==> src/hdl/rcfp_pkg.sv <==
// Shared types and constants of the radio-control channel frame parser.
package rcfp_pkg;

    // Table geometry.
    localparam int CHANNEL_LIMIT = 16;
    localparam int TABLE_DEPTH   = 16;
    localparam int EFF_LIMIT     = (CHANNEL_LIMIT < TABLE_DEPTH) ? CHANNEL_LIMIT : TABLE_DEPTH;
    localparam int INDEX_W       = $clog2(TABLE_DEPTH);
    localparam int COUNT_W       = 5;

    // Field widths.
    localparam int BYTE_W  = 8;
    localparam int PULSE_W = 11;

    // Pulse conversion constants.
    localparam logic [PULSE_W-1:0] PULSE_BASE  = 11'd1000;
    localparam logic [PULSE_W-1:0] PULSE_RESET = 11'd1500;

    // Reset value of the sync register.
    localparam logic [BYTE_W-1:0] SYNC_RESET = 8'd168;

    // Clamp value for the received channel count, and the last table index.
    localparam logic [COUNT_W-1:0] COUNT_MAX = COUNT_W'(EFF_LIMIT);
    localparam logic [INDEX_W-1:0] LAST_IDX  = INDEX_W'(EFF_LIMIT - 1);

    // Write into the raw byte memory.
    typedef struct packed {
        logic               en;
        logic [INDEX_W-1:0] addr;
        logic [BYTE_W-1:0]  data;
    } t_raw_wr;

    // Request to update and emit the table after a good check byte.
    typedef struct packed {
        logic               start;
        logic [COUNT_W-1:0] count;
    } t_sweep_cmd;

endpackage

==> src/hdl/rc_channel_frame_parser.sv <==
// Top level of the radio-control channel frame parser.
//
// Input stream: one received serial byte per word on the slave side
// (tdata[7:0] = rx_byte). Bytes before a sync byte are dropped; a frame is
// sync, status, channel count, one byte per channel and an XOR check byte.
// Output stream: after a good check the whole 16-entry pulse table is sent,
// one channel per word, tdata[3:0] = channel_index, tdata[14:4] = pulse_us,
// tlast on channel 15. A bad check drops the frame with no output.
// Configuration: i_cfg_we writes i_cfg_wdata into the sync byte register.
// Throughput: a frame byte is taken every cycle while parsing. After the
// check byte, the sweep through the table memories emits one word per cycle
// (16 words) while the receiver does not stall; the first word passes the
// sweep's read stage and then the output register. The input is held off
// (tready low) until the read-modify-write sweep over the table memory has
// written back its last entry. A stalled receiver holds the output register
// and stops the sweep; nothing is lost. Reset clears the parser to sync
// search, sets the sync byte to 168 and makes every table entry read as
// 1500 us; no clearing pass is needed.
module rc_channel_frame_parser
    import rcfp_pkg::*;
(
    input  logic        i_clk,
    input  logic        i_rst_n,
    input  logic        i_cfg_we,
    input  logic [7:0]  i_cfg_wdata,
    input  logic        i_s_axis_tvalid,
    output logic        o_s_axis_tready,
    input  logic [7:0]  i_s_axis_tdata,   // [7:0] rx_byte
    output logic        o_m_axis_tvalid,
    input  logic        i_m_axis_tready,
    output logic [15:0] o_m_axis_tdata,   // [3:0] channel_index, [14:4] pulse_us, [15] zero
    output logic        o_m_axis_tlast
);

    t_raw_wr            raw_wr;
    t_sweep_cmd         sweep;
    logic               busy;
    logic [INDEX_W-1:0] out_index;
    logic [PULSE_W-1:0] out_pulse;

    // Byte parser.
    rcfp_parser u_parser (
        .i_clk       (i_clk),
        .i_rst_n     (i_rst_n),
        .i_cfg_we    (i_cfg_we),
        .i_cfg_wdata (i_cfg_wdata),
        .i_valid     (i_s_axis_tvalid),
        .o_ready     (o_s_axis_tready),
        .i_byte      (i_s_axis_tdata),
        .i_busy      (busy),
        .o_raw_wr    (raw_wr),
        .o_sweep     (sweep)
    );

    // Table memories and emit sweep.
    rcfp_table u_table (
        .i_clk    (i_clk),
        .i_rst_n  (i_rst_n),
        .i_raw_wr (raw_wr),
        .i_sweep  (sweep),
        .o_busy   (busy),
        .o_valid  (o_m_axis_tvalid),
        .i_ready  (i_m_axis_tready),
        .o_index  (out_index),
        .o_pulse  (out_pulse),
        .o_last   (o_m_axis_tlast)
    );

    // Pack the output word.
    assign o_m_axis_tdata = {1'b0, out_pulse, out_index};

endmodule

==> src/hdl/rcfp_parser.sv <==
// Byte-level frame parser: sync search, header, channel bytes and XOR check.
module rcfp_parser
    import rcfp_pkg::*;
(
    input  logic              i_clk,
    input  logic              i_rst_n,
    input  logic              i_cfg_we,
    input  logic [BYTE_W-1:0] i_cfg_wdata,
    input  logic              i_valid,
    output logic              o_ready,
    input  logic [BYTE_W-1:0] i_byte,
    input  logic              i_busy,
    output t_raw_wr           o_raw_wr,
    output t_sweep_cmd        o_sweep
);

    // Parse phase codes.
    localparam logic [2:0] PH_SYNC     = 3'd0;
    localparam logic [2:0] PH_STATUS   = 3'd1;
    localparam logic [2:0] PH_COUNT    = 3'd2;
    localparam logic [2:0] PH_CHANNELS = 3'd3;
    localparam logic [2:0] PH_CHECK    = 3'd4;

    logic [BYTE_W-1:0]  r_sync;
    logic [2:0]         r_phase,  n_phase;
    logic [COUNT_W-1:0] r_pos,    n_pos;
    logic [COUNT_W-1:0] r_nchan,  n_nchan;
    logic [BYTE_W-1:0]  r_check,  n_check;
    logic               accept;
    logic [COUNT_W-1:0] pos_inc;
    logic [COUNT_W-1:0] clamped;

    // Bytes are held off while the table sweep is running.
    assign o_ready = ~i_busy;
    assign accept  = i_valid & ~i_busy;
    assign pos_inc = r_pos + COUNT_W'(1);
    assign clamped = (i_byte > BYTE_W'(COUNT_MAX)) ? COUNT_MAX : i_byte[COUNT_W-1:0];

    // Next-state logic for the parse sequencer.
    always_comb begin
        n_phase  = r_phase;
        n_pos    = r_pos;
        n_nchan  = r_nchan;
        n_check  = r_check;
        o_raw_wr = '0;
        o_sweep  = '0;
        o_sweep.count = r_nchan;
        if (accept) begin
            case (r_phase)
                PH_SYNC: begin
                    if (i_byte == r_sync) begin
                        n_check = i_byte;
                        n_pos   = '0;
                        n_phase = PH_STATUS;
                    end
                end
                PH_STATUS: begin
                    n_check = r_check ^ i_byte;
                    n_phase = PH_COUNT;
                end
                PH_COUNT: begin
                    n_check = r_check ^ i_byte;
                    n_nchan = clamped;
                    n_pos   = '0;
                    n_phase = (clamped == '0) ? PH_CHECK : PH_CHANNELS;
                end
                PH_CHANNELS: begin
                    n_check       = r_check ^ i_byte;
                    o_raw_wr.en   = 1'b1;
                    o_raw_wr.addr = r_pos[INDEX_W-1:0];
                    o_raw_wr.data = i_byte;
                    n_pos         = pos_inc;
                    if (pos_inc >= r_nchan) begin
                        n_phase = PH_CHECK;
                    end
                end
                PH_CHECK: begin
                    n_phase       = PH_SYNC;
                    n_pos         = '0;
                    o_sweep.start = (i_byte == r_check);
                end
                default: begin
                    n_phase = PH_SYNC;
                    n_pos   = '0;
                end
            endcase
        end
    end

    // Parser state and sync register.
    always_ff @(posedge i_clk) begin
        if (!i_rst_n) begin
            r_sync  <= SYNC_RESET;
            r_phase <= PH_SYNC;
            r_pos   <= '0;
            r_nchan <= '0;
            r_check <= '0;
        end else begin
            if (i_cfg_we) begin
                r_sync <= i_cfg_wdata;
            end
            r_phase <= n_phase;
            r_pos   <= n_pos;
            r_nchan <= n_nchan;
            r_check <= n_check;
        end
    end

endmodule

==> src/hdl/rcfp_table.sv <==
// Raw byte memory, pulse table memory and the update/emit sweep.
module rcfp_table
    import rcfp_pkg::*;
(
    input  logic               i_clk,
    input  logic               i_rst_n,
    input  t_raw_wr            i_raw_wr,
    input  t_sweep_cmd         i_sweep,
    output logic               o_busy,
    output logic               o_valid,
    input  logic               i_ready,
    output logic [INDEX_W-1:0] o_index,
    output logic [PULSE_W-1:0] o_pulse,
    output logic               o_last
);

    logic [BYTE_W-1:0]  mem_raw [TABLE_DEPTH];
    logic [PULSE_W-1:0] mem_pul [TABLE_DEPTH];
    logic [TABLE_DEPTH-1:0] r_pvld;

    logic               r_active;
    logic [INDEX_W-1:0] r_issue_idx;
    logic [COUNT_W-1:0] r_count;
    logic               r_s1_vld;
    logic [INDEX_W-1:0] r_s1_idx;
    logic [BYTE_W-1:0]  r_raw_q;
    logic [PULSE_W-1:0] r_pul_q;
    logic               r_pvld_q;
    logic               r_o_vld;
    logic [INDEX_W-1:0] r_o_idx;
    logic [PULSE_W-1:0] r_o_pulse;
    logic               r_o_last;

    logic               out_free;
    logic               s1_go;
    logic               issue;
    logic [PULSE_W-1:0] new_pulse;

    // While the sweep is active, a read is issued when the read stage is empty or moves on this cycle.
    assign out_free = ~r_o_vld | i_ready;
    assign s1_go    = r_s1_vld & out_free;
    assign issue    = r_active & (~r_s1_vld | s1_go);
    assign o_busy   = r_active | r_s1_vld;

    // Received channels take the new width; the rest keep the stored one, or the reset width if never written.
    always_comb begin
        if ({1'b0, r_s1_idx} < r_count) begin
            new_pulse = PULSE_BASE + {1'b0, r_raw_q, 2'b00};
        end else if (r_pvld_q) begin
            new_pulse = r_pul_q;
        end else begin
            new_pulse = PULSE_RESET;
        end
    end

    // Raw byte memory: written by the parser, read by the sweep.
    always_ff @(posedge i_clk) begin
        if (i_raw_wr.en) begin
            mem_raw[i_raw_wr.addr] <= i_raw_wr.data;
        end
        if (issue) begin
            r_raw_q <= mem_raw[r_issue_idx];
        end
    end

    // Pulse table memory: read one entry ahead, written back as it is emitted.
    always_ff @(posedge i_clk) begin
        if (s1_go) begin
            mem_pul[r_s1_idx] <= new_pulse;
        end
        if (issue) begin
            r_pul_q  <= mem_pul[r_issue_idx];
            r_pvld_q <= r_pvld[r_issue_idx];
        end
    end

    // Entry valid bits; an entry never written reads as the reset width.
    always_ff @(posedge i_clk) begin
        if (!i_rst_n) begin
            r_pvld <= '0;
        end else if (s1_go) begin
            r_pvld[r_s1_idx] <= 1'b1;
        end
    end

    // Sweep sequencer and read stage.
    always_ff @(posedge i_clk) begin
        if (!i_rst_n) begin
            r_active    <= 1'b0;
            r_issue_idx <= '0;
            r_count     <= '0;
            r_s1_vld    <= 1'b0;
            r_s1_idx    <= '0;
        end else begin
            if (i_sweep.start) begin
                r_active    <= 1'b1;
                r_issue_idx <= '0;
                r_count     <= i_sweep.count;
            end else if (issue) begin
                r_issue_idx <= r_issue_idx + INDEX_W'(1);
                if (r_issue_idx == LAST_IDX) begin
                    r_active <= 1'b0;
                end
            end
            if (issue) begin
                r_s1_vld <= 1'b1;
                r_s1_idx <= r_issue_idx;
            end else if (s1_go) begin
                r_s1_vld <= 1'b0;
            end
        end
    end

    // Output register; holds its word while the receiver stalls.
    always_ff @(posedge i_clk) begin
        if (!i_rst_n) begin
            r_o_vld <= 1'b0;
        end else if (s1_go) begin
            r_o_vld <= 1'b1;
        end else if (i_ready) begin
            r_o_vld <= 1'b0;
        end
    end

    always_ff @(posedge i_clk) begin
        if (s1_go) begin
            r_o_idx   <= r_s1_idx;
            r_o_pulse <= new_pulse;
            r_o_last  <= (r_s1_idx == LAST_IDX);
        end
    end

    assign o_valid = r_o_vld;
    assign o_index = r_o_idx;
    assign o_pulse = r_o_pulse;
    assign o_last  = r_o_last;

endmodule

==> config.mk <==
export PLATFORM = sky130hd
export DESIGN_NAME = rc_channel_frame_parser
export DESIGN_NICKNAME = d
export VERILOG_FILES = /design/src/hdl/rcfp_pkg.sv /design/src/hdl/rc_channel_frame_parser.sv /design/src/hdl/rcfp_parser.sv /design/src/hdl/rcfp_table.sv
export SDC_FILE = /design/constraint.sdc
export NUM_CORES = 1
export LEC_CHECK = 0
export BUFFER_PORTS_ARGS = -buffer_cell sky130_fd_sc_hd__buf_2
export CAP_MARGIN = 40
export CORE_MARGIN = 2
export CORE_UTILIZATION = 55
export CTS_BUF_LIST = sky130_fd_sc_hd__clkbuf_2
export CTS_CLUSTER_SIZE = 10
export DETAILED_ROUTE_END_ITERATION = 8
export PLACE_DENSITY = 0.81
export REMOVE_ABC_BUFFERS = 1
export SETUP_SLACK_MARGIN = 0.05
export SYNTH_ARGS = -nofsm -noshare
export SYNTH_HDL_FRONTEND = slang
export SYNTH_HIERARCHICAL = 1
export SYNTH_SLANG_ARGS = --single-unit
==> constraint.sdc <==
create_clock -name i_clk -period 5.16 [get_ports i_clk]
set_input_delay 1.032 -clock i_clk [delete_from_list [all_inputs] [get_ports i_clk]]
set_output_delay 1.032 -clock i_clk [all_outputs]
set_load 0.005 [all_outputs]
==> results_tabular.tex <==
\begin{tabular}{lr}
\hline
Metric & Value \\
\hline
\multicolumn{2}{l}{\textbf{Yosys}} \\
Dominant cells by area after synthesis & sky130\_fd\_sc\_hd\_\_edfxtp\_1 (64\%), sky130\_fd\_sc\_hd\_\_mux4\_2 (11\%), sky130\_fd\_sc\_hd\_\_dfxtp\_1 (7.6\%) \\
Fraction of synthesized cell area taken by the top area cell type & 0.6377 \\
Synthesized instance count & around 900 \\
Leading area contributor after synthesis & sky130\_fd\_sc\_hd\_\_edfxtp\_1 \\
Average footprint of a synthesized cell & 17.38 µm² \\
Number of flip-flops and latches in the synthesized netlist & $\sim$400 \\
Cell area after synthesis & 16010 µm² \\
Synth Warn \# & 6 \\
Sequential fraction of the synthesis area & 0.7140 \\
Proportion of synthesized flip-flops having asynchronous set or reset & 0 \\
Synth cell types & 54 \\
Number of enable-type register cells in the synthesized netlist & 340 \\
Most used flip-flop cell after synthesis & sky130\_fd\_sc\_hd\_\_edfxtp\_1 \\
\multicolumn{2}{l}{\textbf{STA}} \\
RSZ-0062 raised after global routing & false \\
Total Negative Setup Slacks & 0 ps \\
Transition time at the pin with the least slew margin & 903.3 ps \\
Clock period minus worst slack & 3398 ps \\
Normalized max-slew margin & 0.3883 \\
Slew Viols, Final & 0 \\
Fmax & 294.3 MHz \\
Setup-violating endpoint count in the final report & 0 \\
Endpoints failing hold & 0 \\
Worst clock skew & around 90 ps \\
Share of the clock period used by the worst path after layout & 0.6586 \\
Worst hold-check slack & 388.4 ps \\
\multicolumn{2}{l}{\textbf{Die}} \\
Die Area & 30490 µm² \\
Vert. Die Dim & approximately 170 µm \\
Number of placed I/O pins & 40 \\
Die W & around 170 µm \\
Core Rows & 62 \\
Starting Density & 0.5578 \\
Area of the core region & 28700 µm² \\
\multicolumn{2}{l}{\textbf{Critical path}} \\
CP required & 5600 ps \\
Cell with the biggest individual delay on the critical path & sky130\_fd\_sc\_hd\_\_nor2\_1 \\
WS Path Type & register to register \\
Arrival time reported for the critical path endpoint & 3840 ps \\
Longest individual stage delay on the worst path & a little under 700 ps \\
Nature of the critical path endpoint & register \\
Cell-by-cell trace of the critical path & inv\_1, nand2\_1, or3b\_4, nor2\_1, and2\_1, nand2b\_1, nor2\_1 \\
Largest driver fanout on the critical path & 16 \\
Crit path launch type & register \\
CP most frequent cell & sky130\_fd\_sc\_hd\_\_nor2\_1 \\
\multicolumn{2}{l}{\textbf{Clocking}} \\
Clock latency of the later-clocked register in the worst-skew pair & 890 ps \\
Root buffer cell & sky130\_fd\_sc\_hd\_\_clkbuf\_2 \\
Maximum level of the CTS H-tree & 3 \\
Hold Buf Count CTS & 0 \\
Resized Gates After CTS & 0 \\
CTS sink count & 401 \\
TritonCTS clock tree & built \\
Post-CTS Repair Setup Buffers & 0 \\
Clock-pin slew on the worst setup and hold paths & 100 ps \\
Buffer levels on the longest clock path & 3 \\
Clock buffers created by TritonCTS & 90 \\
\multicolumn{2}{l}{\textbf{Pwr}} \\
Leakage power figure & about 5.7 nW \\
Peak ir drop on the vdd network & 0.1993 mV \\
Total power density per cell area & 312.4 nW/µm² \\
\multicolumn{2}{l}{\textbf{Routing}} \\
Antenna viol nets, final & 0 \\
Count of unresolved DRC violations after routing & 0 \\
Post-detailed-route wirelength per cell & 21.08 µm \\
Detailed-route vias per instance & 5.814 \\
Starting DRT DRC Count & 773 \\
Total number of vias & roughly 8700 \\
Final routed wirelength across all metal layers & 31530 µm \\
Drt first pass iters & 5 \\
\multicolumn{2}{l}{\textbf{Cells and area}} \\
Most common cell after layout, fill and taps aside & sky130\_fd\_sc\_hd\_\_edfxtp\_1 \\
Most used cells in the layout excluding fill and tap cells & sky130\_fd\_sc\_hd\_\_edfxtp\_1 (340), sky130\_fd\_sc\_hd\_\_clkbuf\_2 (129), sky130\_fd\_sc\_hd\_\_mux4\_2 (80) \\
Fraction of layout cells with a size suffix above 1 & 0.2829 \\
Fill cell count & 2053 \\
Total area of sequential cells & 11440 µm² \\
Footprint of the multi-input gates & 4254 µm² \\
Final non-filler cell total & 1496 \\
\# nets final & roughly 1100 \\
Synthesis-to-finish area growth & 10.17\% \\
\multicolumn{2}{l}{\textbf{GRT}} \\
Antenna violations before repair & 2 \\
Aggregate global routing overflow & 0 \\
Via count of the first global-routing pass & between 8000 and 9000 \\
Maximum number of pins on one net before global-route repair & 54 \\
First-pass GRT wire length & 49120 µm \\
GRT Resource Usage Total & 0.2127 \\
\multicolumn{2}{l}{\textbf{Min path}} \\
Path category of the worst min-delay check & input pin to register \\
\multicolumn{2}{l}{\textbf{Placed design}} \\
Port-buffer cells & 38 \\
Placed wire-length estimate after detailed placement & 19940 µm \\
Placed cells & about 1300 \\
Routability congestion estimate & 0.8223 \\
\multicolumn{2}{l}{\textbf{Job}} \\
Maximum Capacitance Violations & 0 \\
\multicolumn{2}{l}{\textbf{Status}} \\
Result of the run & complete, no violations \\
\hline
\end{tabular}
-- synthesized netlist by cell type, drive strengths merged (5+ instances only) --
master	count
a21boi	10
a22oi	40
and2	15
buf	26
clkbuf	26
dfxtp	61
edfxtp	340
ha	11
inv	16
mux2i	26
mux4	80
nand2	60
nand2b	11
nand3	15
nand3b	11
nand4	5
nor2	40
nor2b	15
nor3	14
o2111ai	8
o21a	17
o21ai	12
xnor2	22
xor2	5
-- metal layers --
metal / global-route usage / vias to the layer above / wire (µm)
met5: 0 / - / 0
met4: 0.07188 / 0 / 533
met3: 0.04634 / 49 / 2493
met2: 0.3495 / 392 / 15740
met1: 0.2863 / 4317 / 12760
li1: - / 3939 / -
-- worst max-delay path, delay by kind of cell, from the launching register on --
kind / cells / cell delay [ps]
and+or+nand+nor: 6 / 2440
buffers and inverters: 1 / 120
DFF: 1 / 410
-- final cells by class --
class | instances | share of cell area
well taps | 384 | 0.02724
multi-input cells | 452 | 0.2412
clock inverters | 34 | 0.01305
flip-flops and latches | 401 | 0.6485
repair buffers | 78 | 0.02972
diodes | 2 | 0.0002837
clock buffers | 129 | 0.03660
inverters | 16 | 0.003405
-- stage by stage --
| step | setup slack [ps] | power, mW | area [µm²] | utilization |
|---|---|---|---|---|
| floorplan | 559.5 | 3.562 | 15730 | - |
| global placement | 1403 | 3.587 | 16650 | 0.5800 |
| detailed placement | 1429 | 3.588 | 16760 | 0.5838 |
| CTS | 1787 | 5.571 | 17630 | 0.6143 |
| global route | 1527 | 5.746 | 17640 | 0.6145 |
| finish | 1762 | 5.510 | 17640 | 0.6145 |
-- sequential cells by signal, indices dropped and copies added (netlist names), 4 cells and up --
signal               cells
u_table/o_pulse         11
u_parser/r_sync          8
u_table/r_pul_q         11
u_parser/r_pos           5
u_table/mem_raw        128
u_table/r_count          5
u_table/r_raw_q          8
u_table/o_index          4
u_parser/r_check         8
u_parser/r_nchan         5
u_table/r_pvld          16
u_table/mem_pul        176
u_table/r_issue_idx      4
u_table/r_s1_idx         4
-- logic make-up (layout without fill, tap and decap cells) --
group                      after synthesis  count (layout)  synth area share
DFF                                    401             401            0.7140
and+or+nand+nor                        202             202           0.06369
muxes                                  108             108            0.1302
AOI/OAI and AO/OA                      103             103           0.04728
buffers and inverters                   68             257           0.02126
xor gates and xnor gates                27              27           0.01477
adders and majority gates               11              11          0.008596
other                                    1               3         0.0002342
-- worst paths after layout --
path                            to              start  depth (start not counted)  slack, ps
max          u_table/mem_raw[9][0]   u_table/r_active                          7       1760
max reg2reg  u_table/mem_raw[9][0]   u_table/r_active                          7       1760
min             u_parser/r_sync[3]     i_cfg_wdata[3]                          3        390
min reg2reg      u_table/r_pvld[2]  u_table/r_pvld[2]                          1        470
-- where the power goes --
group	switching, mW	total, mW	internal, mW
logic	0.0286	0.0513	0.0227
clock network	1.17	2.00	0.831
registers	0.00295	3.46	3.46
total	1.20	5.51	4.31
No activity file was read; power rests on OpenSTA's default activity.
